[src/hdl/abre_ram.sv]
module abre_ram #(
  parameter int WIDTH = 8,
  parameter int DEPTH = 16
) (
  input  logic                                    clk,
  input  logic                                    we,
  input  logic [((DEPTH > 1) ? $clog2(DEPTH) : 1)-1:0] waddr,
  input  logic [WIDTH-1:0]                        wdata,
  input  logic [((DEPTH > 1) ? $clog2(DEPTH) : 1)-1:0] raddr,
  output logic [WIDTH-1:0]                        rdata
);

  logic [WIDTH-1:0] mem [DEPTH];

  always_ff @(posedge clk) begin
    if (we) begin
      mem[waddr] <= wdata;
    end
    rdata <= mem[raddr];
  end

endmodule

[config.mk]
export PLATFORM = sky130hd
export DESIGN_NAME = abre_ram
export DESIGN_NICKNAME = d
export VERILOG_FILES = /design/src/hdl/abre_ram.sv
export SDC_FILE = /design/constraint.sdc
export NUM_CORES = 1
export LEC_CHECK = 0
export BUFFER_PORTS_ARGS = -buffer_cell sky130_fd_sc_hd__buf_2
export CORE_AREA = 2 2 108 131
export CTS_CLUSTER_DIAMETER = 200
export CTS_CLUSTER_SIZE = 20
export DETAILED_ROUTE_END_ITERATION = 10
export DIE_AREA = 0 0 110 133
export PLACE_DENSITY = 0.57
export RECOVER_POWER = 50
export SYNTH_ARGS = -nofsm -noshare
export SYNTH_HDL_FRONTEND = slang
export SYNTH_SLANG_ARGS = --single-unit
[constraint.sdc]
create_clock -name clk -period 4.8 [get_ports clk]
set_clock_uncertainty 0.05 [all_clocks]
set_input_delay 0.48 -clock clk [delete_from_list [all_inputs] [get_ports clk]]
set_output_delay 0.48 -clock clk [all_outputs]
set_load 0.005 [all_outputs]
==> flow_summary.ini <==
[global_routing]
grt_pass1_vias = 2416
antenna_found_initial = 0
grt_max_degree = 33
grt-ovfl-total = 0
grt_pass1_wl_mm = 14.67
grt_use_total_pct = 14.64

[floorplanning]
fp.dieW_um = 110
design.die.area_um2 = 14630
fp.coreArea_um2 = 13470
die_h_um = 133
start_util_pct = 38.22
pin_count = 26
rows = 47

[placement]
hpwl_mm = 6.025
gp_congestion = 0.6672
pre_cts_ws_ps = 2176
io_buffers = 25

[route]
drc_errors = 0
vias = 2366
drt_wl_total_mm = 9.840
drtPass1Iterations = 4
viasPerCell = 5.258
drt-met1-wl_mm = 4.261
topRoutingLayerUsed = met4
ant_nets = 0
wl_met2_mm = 5.092
dr_wl_met3_um = 395
drt_iter0_markers = 104
wl_per_cell_um = 21.87

[sta]
setup_viol = 0
fin_setup_tns_ps = 0
period_share_pct = 43.10
slew_violations = 0
max-slew-margin-rel_pct = 26.17
fin_crit_ps = 2069
worst_pin_slew_ps = 1103
max_freq_mhz = 483.4
layout_setup_ws_ps = 2731
rsz0062_at_grt = false
hold_viol = 0

[final_layout]
areaGrowthSynthToFinish_pct = 16.31
diodes = 0
drive_gt1_share_pct = 23.66
final_common_cell = edfxtp_1
num-fill-cells = 1125
fin_nets = 284
layout_common_cells = edfxtp_1, mux4_2, clkbuf_16, a22oi_1, buf_2

[cts]
cts_max_level = 4
cts_made_buffers = 17
cts_resized = 0
ctsHoldBuffers = 0
clk_pin_slew_ps = 60
clk_latency_ps = 400
tritoncts = done
cts.sinks = 136
cts_buffer_depth = 2
root_buffer = clkbuf_16
postCtsSetupBuffers = 0

[power]
ir_drop_mv = 0.1979
power_leakage_nw = 1.969
power_density_nw_per_um2 = 450.5

[synthesis]
yosys_warnings = 0
yosys_register_bits = 136
ys_seq_area_share_pct = 77.78
synth_top_area_share_pct = 74.67
syn_area_um2 = 5147
synth_area_leaders = edfxtp_1, mux4_2, mux4_1
synth.avg_cell_area_um2 = 22.48
postSynthCellCount = 229
synth_cell_type_count = 19
synth.net_count = 247
yosysTopAreaCell = edfxtp_1

[worst_hold_path]
hp-start = waddr[0]
worstHoldPathType = in -> reg

[worst_setup_path]
cp.required_ps = 5040
crit_fanout = 18
crit_arrival_ps = 2310
start_kind = input pin
cp-startpoint = raddr[0]
end_kind = flop
r2r_start = mem[1][0]
worstSetupPathType = in -> reg

[run_status]
status = complete, no violations

[run]
drv_cap = 0
## worst paths after layout
kind | end | slack (ps) | depth (start not counted)
worst min register to register | rdata[2] | 630 | 3
worst max-delay path | rdata[3] | 2730 | 5
worst min-delay path | mem[0][4] | 520 | 2
worst max register to register | rdata[0] | 3370 | 3
## flip-flops by register name, indices dropped and copies added, names as in the netlist
name / count
mem: 128
rdata: 8
## logic make-up (layout without fill, tap and decap cells)
kind of cell / after synthesis / in the layout / share of synthesized area (%)
flops: 136 / 136 / 77.78
simple gates: 35 / 35 / 3.184
mux: 32 / 32 / 15.02
compound gates: 16 / 16 / 2.334
buf+inv: 10 / 60 / 1.677
## critical path, stage by stage
cell     delay [ps]
buf_2           420
buf_4           430
mux4_1          610
a22oi_1         260
nand2_1          90
## power breakdown
part,leakage (nW),switching (mW),internal (mW),total (mW)
registers,1.22,0.00815,1.33,1.34
clock network,0.286,0.441,0.805,1.25
logic,0.459,0.0674,0.0466,0.114
total,1.97,0.516,2.18,2.70
## layer usage
metal / vias to the layer above / track usage (%)
li1: 1050 / -
met1: 1239 / 19.21
met2: 72 / 23.01
met3: 5 / 3.300
met4: 0 / 6.962
met5: - / 0
## synthesized netlist by cell type, drive strengths merged
master         count
nand2b             2
nor3               4
nor2b              1
nand3b             2
edfxtp           128
nor2              13
mux4              32
nand3              1
dfxtp              8
buf                7
and2               1
or3b               1
clkdlybuf4s25      3
a22oi             16
nand2              9
and2b              1
## metrics by stage
| step | instance area (um2) | util (%) | instances | power [mW] | hold slack (ps) |
|---|---|---|---|---|---|
| 2_1_floorplan | 5147 | - | 229 | 1.426 | 528.9 |
| 3_3_place_gp | 5428 | 40.30 | 418 | 1.477 | 602.3 |
| 3_5_place_dp | 5428 | 40.30 | 418 | 1.479 | 609.7 |
| 4_1_cts | 5997 | 44.53 | 450 | 2.722 | 397.6 |
| 5_1_grt | 5987 | 44.46 | 450 | 2.776 | 544.3 |
| 6_report | 5987 | 44.46 | 450 | 2.697 | 517.4 |
## cell type report
type / instances / area [um2] / area share, %
Sequential cell: 136 / 4004 / 66.88
Multi-Input combinational cell: 83 / 1067 / 17.83
Clock buffer: 20 / 436.7 / 7.294
Tap cell: 171 / 214.0 / 3.574
Clock inverter: 12 / 132.6 / 2.215
Timing Repair Buffer: 28 / 132.6 / 2.215
No activity file was read; power rests on OpenSTA's default activity.
