### src/hdl/abre_pkg.sv
package abre_pkg;

  localparam int PROB_BITS    = 11;
  localparam int MOVE_BITS    = 5;
  localparam int NUM_CONTEXTS = 1024;

  localparam int CTX_W  = 10;
  localparam int ADDR_W = (NUM_CONTEXTS > 1) ? $clog2(NUM_CONTEXTS) : 1;

  localparam int FLUSH_SHIFTS = 5;
  localparam int MAX_RENORM   = 4;

  localparam logic [PROB_BITS-1:0] PROB_INIT = {1'b1, {(PROB_BITS-1){1'b0}}};

  localparam logic       KIND_FLUSH = 1'b1;
  localparam logic [7:0] BYTE_ONES  = 8'hFF;
  localparam logic [7:0] BYTE_ZERO  = 8'h00;
  localparam logic [31:0] PEND_MAX  = 32'hFFFF_FFFF;
  localparam logic [31:0] RANGE_INIT = 32'hFFFF_FFFF;

  typedef enum logic [2:0] {
    ST_CLEAR,
    ST_IDLE,
    ST_MUL,
    ST_UPD,
    ST_SHIFT,
    ST_FINISH
  } state_t;

  typedef struct packed {
    logic        kind;
    logic [9:0]  context_req;
    logic        bit_value;
  } in_item_t;

  typedef struct packed {
    logic [7:0]  first_byte;
    logic [7:0]  fill_byte;
    logic [31:0] fill_count;
    logic        last;
  } out_item_t;

  // coder state touched by a low shift
  typedef struct packed {
    logic [32:0] low;
    logic [7:0]  cached;
    logic [31:0] pending;
  } coder_t;

  typedef struct packed {
    logic      emit;
    out_item_t beat;
    coder_t    next;
  } shift_res_t;

  function automatic logic [PROB_BITS-1:0] prob_update(input logic [PROB_BITS-1:0] p,
                                                       input logic b);
    logic [PROB_BITS:0] full;
    logic [PROB_BITS:0] up;
    full = {1'b1, {PROB_BITS{1'b0}}};
    up   = {1'b0, p} + ((full - {1'b0, p}) >> MOVE_BITS);
    if (b) begin
      return p - (p >> MOVE_BITS);
    end
    return up[PROB_BITS-1:0];
  endfunction

endpackage

### src/hdl/abre_shift.sv
module abre_shift (
  input  abre_pkg::coder_t     cur,
  output abre_pkg::shift_res_t res
);

  logic [31:0] low32;
  logic        carry;
  logic        emit;
  logic [31:0] pend;

  always_comb begin
    low32 = cur.low[31:0];
    carry = cur.low[32];
    // top byte 0xFF without carry keeps the run open
    emit  = carry | (low32[31:24] != abre_pkg::BYTE_ONES);

    res.emit            = emit;
    res.beat.first_byte = cur.cached + {7'b0, carry};
    res.beat.fill_byte  = carry ? abre_pkg::BYTE_ZERO : abre_pkg::BYTE_ONES;
    res.beat.fill_count = (cur.pending == 32'd0) ? 32'd0 : cur.pending - 32'd1;
    res.beat.last       = 1'b0;

    pend = emit ? 32'd0 : cur.pending;
    res.next.pending = (pend == abre_pkg::PEND_MAX) ? pend : pend + 32'd1;
    res.next.cached  = emit ? low32[31:24] : cur.cached;
    res.next.low     = {1'b0, low32[23:0], 8'h00};
  end

endmodule

### config.mk
export PLATFORM = sky130hd
export DESIGN_NAME = abre_shift
export DESIGN_NICKNAME = d
export VERILOG_FILES = /design/src/hdl/abre_pkg.sv /design/src/hdl/abre_shift.sv
export SDC_FILE = /design/constraint.sdc
export NUM_CORES = 1
export LEC_CHECK = 0
export BUFFER_PORTS_ARGS = -buffer_cell sky130_fd_sc_hd__buf_2
export CELL_PAD_IN_SITES_DETAIL_PLACEMENT = 1
export CELL_PAD_IN_SITES_GLOBAL_PLACEMENT = 1
export CORE_MARGIN = 2
export CORE_UTILIZATION = 23
export DETAILED_ROUTE_END_ITERATION = 8
export PLACE_DENSITY_LB_ADDON = 0.1
export RECOVER_POWER = 25
export SYNTH_ARGS = -nofsm -noshare
export SYNTH_HDL_FRONTEND = slang
export SYNTH_SLANG_ARGS = --single-unit
### constraint.sdc
create_clock -name vclk -period 1.9
set_input_delay 0.19 -clock vclk [all_inputs]
set_output_delay 0.19 -clock vclk [all_outputs]
set_load 0.02 [all_outputs]
==> results of run 1 <==
[layout make-up]
| cell class | instances | area (sq um) |
|---|---|---|
| fillers | 1213 | 4600 |
| well taps | 133 | 166 |
| repair buffers | 289 | 2470 |
| multi-input cells | 319 | 2580 |
| inverters | 10 | 45.0 |
[cell usage after synthesis, types with 2 or more instances]
| library cell | count |
|---|---|
| o21ai_1 | 7 |
| nor3_1 | 15 |
| ha_1 | 4 |
| buf_2 | 7 |
| xnor2_1 | 17 |
| nor4_4 | 2 |
| nand2_1 | 42 |
| or3_1 | 28 |
| nor2_1 | 43 |
| nor4b_1 | 2 |
| and2_1 | 3 |
| buf_6 | 3 |
| buf_4 | 44 |
| o21a_1 | 3 |
| mux2i_1 | 3 |
| nand4_1 | 15 |
| nor3_2 | 2 |
| nand2b_1 | 3 |
| xor2_1 | 14 |
| and4_1 | 5 |
| nand3_2 | 2 |
| a21oi_1 | 30 |
| clkbuf_1 | 20 |
| or4_1 | 7 |
| inv_1 | 9 |
| and3_1 | 2 |
| o31ai_1 | 4 |
| nand3_1 | 18 |
| nor4_1 | 5 |
| o21ai_0 | 18 |
| nand4b_1 | 3 |
[path summary, 6_finish.rpt]
path                  slack, ps       to    start
worst max-delay path       -410  res[91]  cur[23]
worst min-delay path        380  res[52]  cur[44]
[layer usage]
metal / part of all wire / wire [um]
met1: 0.41 / 5340
met2: 0.54 / 6980
met3: 0.039 / 499
met4: 0.0075 / 97
met5: 0 / 0
[cells by family after synthesis]
logic type | Yosys count
other cells | 1
buf+inv | 84
compound gates | 66
fa+ha+maj | 4
simple gates | 204
xor+xnor | 31
mux | 4
[per-stage QoR]
step	std cells	instance area, sq um	setup slack (ps)	setup TNS [ps]
2_1_floorplan	403	2750	-236	-6680
3_3_place_gp	718	4010	-419	-20350
3_5_place_dp	718	4010	-478	-22900
4_1_cts	733	4620	-390	-19750
5_1_grt	751	5260	-486	-24250
6_report	751	5260	-407	-19080
[what timing repair did]
| action | 4_1_cts | 5_1_grt |
|---|---|---|
| pin swaps | 32 | 44 |
| endpoints found under the setup margin | 70 | 71 |
| endpoints found under the hold margin | 0 | 0 |
| buffers inserted | 13 | 18 |
| hold buffers | 0 | 0 |
| gates cloned | 4 | 2 |
| resized for setup | 138 | 112 |
[power breakdown]
part           total [mW]  leakage [nW]  switching (mW)  internal, mW
combinational       0.787          2.25           0.411         0.375
clock                   0             0               0             0
sequential              0             0               0             0
==> reports/qor.txt, run 1 <==
routability cong. = 0.770
register area share after synthesis = 0
clkbuf count = 0
Vias = 3680
Avg Cell Area, Syn = 5.98 sq um
GR Layer Usage met1 = 0.251
worst vdd ir = 70.5 uV
Core Area = 9860 sq um
CP arrival = 2120 ps
Hold/Removal Path Class = input port to primary output
CP endpoint kind = primary output
cell count after synthesis = 394
RSZ-0062 raised after global routing = true
total iterations of the first detailed-routing run = 4
final hold violations = 0
antenna violation net count after detailed routing = 0
CP Depth = 10
LEAKAGE = 2.25 nW
type of origin of the critical path = input port
GRT Total Usage = 0.201
full die area = 11100 sq um
main combinational cell family by area after synthesis = simple AND/OR/NAND/NOR gates
critical path type = input port to primary output
vias in the first global route = 3748
first-pass GRT wire length = 18800 um
port bufs = 138
GRT Max-Usage Layer = met2
Post-Synth Adder-Cell Area = 0.0212
final core utilization = 0.534
DRT iter0 DRCs = 135
CP max-delay cell = or4_4
XOR/XNOR Fraction of Synth Area = 0.115
failing checks = setup timing
Tcrit/Tclk final = 1.21
Crit path top cell by count = buf_6
Crit Path Max Fanout = 5
grt ovf = 0
Critical Path RT = 1710 ps
fmax = 433 MHz
# IOs = 196
Synth area leaders = buf_4, or3_1, nor2_1
Rows = 36
FF+latch count = 0
area delta synth->final = 123%
Critical Path, Cell by Cell = buf_2 -> or4_4 -> nor3_4 -> nand2b_1 -> nor4_4 -> buf_6 -> buf_4 -> buf_12 -> nor2_2 -> buf_6
Reg area = 0 sq um
Inserted Diodes = 0
CP max stage delay = 570 ps
routed vias/inst = 4.90
DP Wirelength = 9230 um
Die Height = 105 um
Slew Limit Fails = 0
Synth cell types = 45
max cap viols = 0
chip width = 105 um
critical path's top delay family = simple AND/OR/NAND/NOR gates
Final Total Pwr = 0.787 mW
post-synthesis simple-gate area fraction = 0.473
met3 usage in global routing = 0.0148
leading cell type in the layout, fill and taps excluded = buf_4
Compound-Gate Fraction of Synth Area = 0.154
share of cells above drive strength 1 = 0.659
Synth top area share = 0.140
crit path buf inv count = 5
DR WL/cell = 17.2 um
Mapped Area = 2360 sq um
most frequent cells in the layout = buf_4, buf_6, buf_2, nand2_1, nor2_4
PwrDens = 149 nW/um^2
hold path cells = 0
pin count of the biggest net entering global routing = 21
Setup-failing EPs final = 63
Final min period = 2310 ps
status = finished with violations
GR met2 Demand/Resource = 0.389
mux share of post-synthesis cell area = 0.0175
Final #Nets = 697
drt total wl = 12900 um
final hold slack = 380 ps
final worst setup slack = -407 ps
Yosys warning total = 0
antenna violations before repair = 0
largest area contributor in the netlist = buf_4
residual DRC count = 0
Initial Util = 0.239
Power figures use the tool's default switching activity.
==> run 2, diff against run 1 <==
--- a/config.mk
+++ b/config.mk
@@ -11,7 +11,8 @@
 export CORE_MARGIN = 2
 export CORE_UTILIZATION = 23
 export DETAILED_ROUTE_END_ITERATION = 8
-export PLACE_DENSITY_LB_ADDON = 0.1
+export GPL_ROUTABILITY_DRIVEN = 0
+export PLACE_DENSITY_LB_ADDON = 0.08
 export RECOVER_POWER = 25
 export SYNTH_ARGS = -nofsm -noshare
 export SYNTH_HDL_FRONTEND = slang
==> run 2 against run 1 <==
  * The flow still finishes with violations (setup timing)
  * Global-route usage increased by 0.11 points
  * Cell count is 0.93% higher
  * Non-clock buffer count grew 7
  * Die area did not move
  * Design area fell by 1.4%
  * Count of clock-buffer cells in the layout unchanged
  * Total power is 5.0% lower
  * Utilization down 0.72 points
  * First-iteration DRC count down 50%
  * Sequential share of layout area stayed put
  * Largest power group unchanged
==> reports/qor.txt, run 2 (synthesis results as in run 1) <==
GR Layer Usage met1 = 0.244 (-0.00680)
area delta synth->final = 120%
Hold EP = res[52]
hold_sp = cur[44]
type of origin of the critical path = input port
PwrDens = 144 nW/um^2 (-3.7%)
Critical Path RT = 1710 ps (about the same)
residual DRC count = 0 (unchanged)
worst vdd ir = 73.4 uV (+4.0%)
Critical Path, Cell by Cell = buf_6 -> or4_4 -> nor4_4 -> buf_12 -> nand3_2 -> or4_4 -> a21oi_4 -> buf_6
Core Area = 9860 sq um (unchanged)
hold path cells = 0 (unchanged)
Initial Util = 0.239 (unchanged)
final hold violations = 0 (unchanged)
Slew Limit Fails = 0 (unchanged)
sequential power share = 0 (unchanged)
max cap viols = 0 (unchanged)
# IOs = 196 (unchanged)
Final min period = 2270 ps (-34.9 ps)
Crit Path Max Fanout = 6 (+1)
fmax = 440 MHz (+1.5%)
antenna violation net count after detailed routing = 0 (unchanged)
routed vias/inst = 4.82 (-1.7%)
clkbuf count = 0 (unchanged)
# fillers = 1233 (+1.6%)
DR WL/cell = 16.3 um (-5.5%)
Hold/Removal Path Class = input port to primary output
full die area = 11100 sq um (unchanged)
CP endpoint kind = primary output
Final #Nets = 704 (+1.0%)
setup TNS = -17840 ps (+1240 ps)
RSZ-0062 raised after global routing = true
grt ovf = 0 (unchanged)
final hold slack = 380 ps (unchanged)
Switch Pwr = 0.401 mW (-2.6%)
most frequent cells in the layout = buf_4, buf_2, buf_6, nand2_1, nor2_1
chip width = 105 um (unchanged)
CP max stage delay = 560 ps (about the same)
pre-CTS setup slack = -436 ps (+41.5 ps)
FF+latch count = 0 (unchanged)
Final Total Pwr = 0.747 mW (-5.0%)
port bufs = 138 (unchanged)
DP Cell Count = 724 (+0.84%)
Reg area = 0 sq um (unchanged)
critical path type = input port to primary output
Vias = 3651 (-0.79%)
vias in the first global route = 3782 (+0.91%)
Comb pwr share = 1.000 (about the same)
LEAKAGE = 2.27 nW (+0.49%)
Tcrit/Tclk final = 1.20 (-0.0184)
Die Height = 105 um (unchanged)
antenna violations before repair = 0 (unchanged)
failing checks = setup timing
met3 usage in global routing = 0.0167 (+0.00186)
status = finished with violations
GR met2 Demand/Resource = 0.395 (+0.00553)
Int Power = 0.346 mW (-7.7%)
Sw Share = 0.536 (+0.0136)
GRT Total Usage = 0.202 (+0.00114)
area of the multi-input gates = 2530 sq um (-1.9%)
CP arrival = 2080 ps (-40 ps)
Inserted Diodes = 0 (unchanged)
GRT Max-Usage Layer = met2
Setup-failing EPs final = 63 (unchanged)
fin cells = 758 (+0.93%)
first-pass GRT wire length = 18800 um (+0.26%)
DP Wirelength = 9120 um (-1.3%)
drt total wl = 12300 um (-4.6%)
DRT iter0 DRCs = 67 (-50%)
leading cell type in the layout, fill and taps excluded = buf_4
Hold Buf Count CTS = 0 (unchanged)
share of cells above drive strength 1 = 0.651 (-0.00738)
Rows = 36 (unchanged)
pin count of the biggest net entering global routing = 15 (-29%)
CP max-delay cell = or4_4
total iterations of the first detailed-routing run = 4 (unchanged)
Clk pwr share = 0 (unchanged)
final worst setup slack = -372 ps (+34.9 ps)
[run 2: cell types whose count changed in the layout (fill, tap and decap cells not counted), moves of 4 or more]
cell     delta
o21ai_0     +5
or3_4       +5
o21ai_1     -4
or3_1       -5
buf_4      +11
nor2_4     -11
buf_6      -17
nor2_1      +8
buf_2      +11
[run 2: how the worst max path moves through the flow]
stage,from,end
after floorplan,cur[9],res[103]
after CTS,cur[7],res[96]
after global routing,cur[72],res[26]
final,cur[11],res[96]
after global placement,cur[11],res[96]
after detailed placement,cur[11],res[96]
[run 2: metal layers]
metal  wire (um)  vias up  share of wire
li1            -     1802              -
met1        5180     1744           0.42
met2        6610       97           0.54
met3         464        8          0.038
met4          68        0         0.0055
met5           0        -              0
[run 2: power by group through the flow]
stage | sequential (mW) | clock, mW | combinational (mW)
after global routing | 0 | 0 | 0.802
after CTS | 0 | 0 | 0.708
after detailed placement | 0 | 0 | 0.638
after floorplan | 0 | 0 | 0.436
after global placement | 0 | 0 | 0.627
final | 0 | 0 | 0.747
[run 2: per-stage QoR]
stage               area, sq um   util
floorplan                  2750      -
global placement           4090  0.415
detailed placement         4090  0.415
CTS                        4730  0.480
global route               5190  0.526
finish                     5190  0.526
[run 2: critical path: cells and delay by family]
kind | cells | cell delay, ps
AOI/OAI and AO/OA | 1 | 130
buffers and inverters | 3 | 390
and+or+nand+nor | 4 | 1360
[run 2: final cells by class]
class | instances | area share
multi-input cells | 319 | 0.487
well taps | 133 | 0.0320
repair buffers | 296 | 0.472
inverters | 10 | 0.00867
[run 2: timing repair]
action                                  CTS  global route
pin swaps                                24            42
gates cloned                              3             2
resized for setup                       119            86
buffers inserted                         24            12
endpoints found under the setup margin   70            71
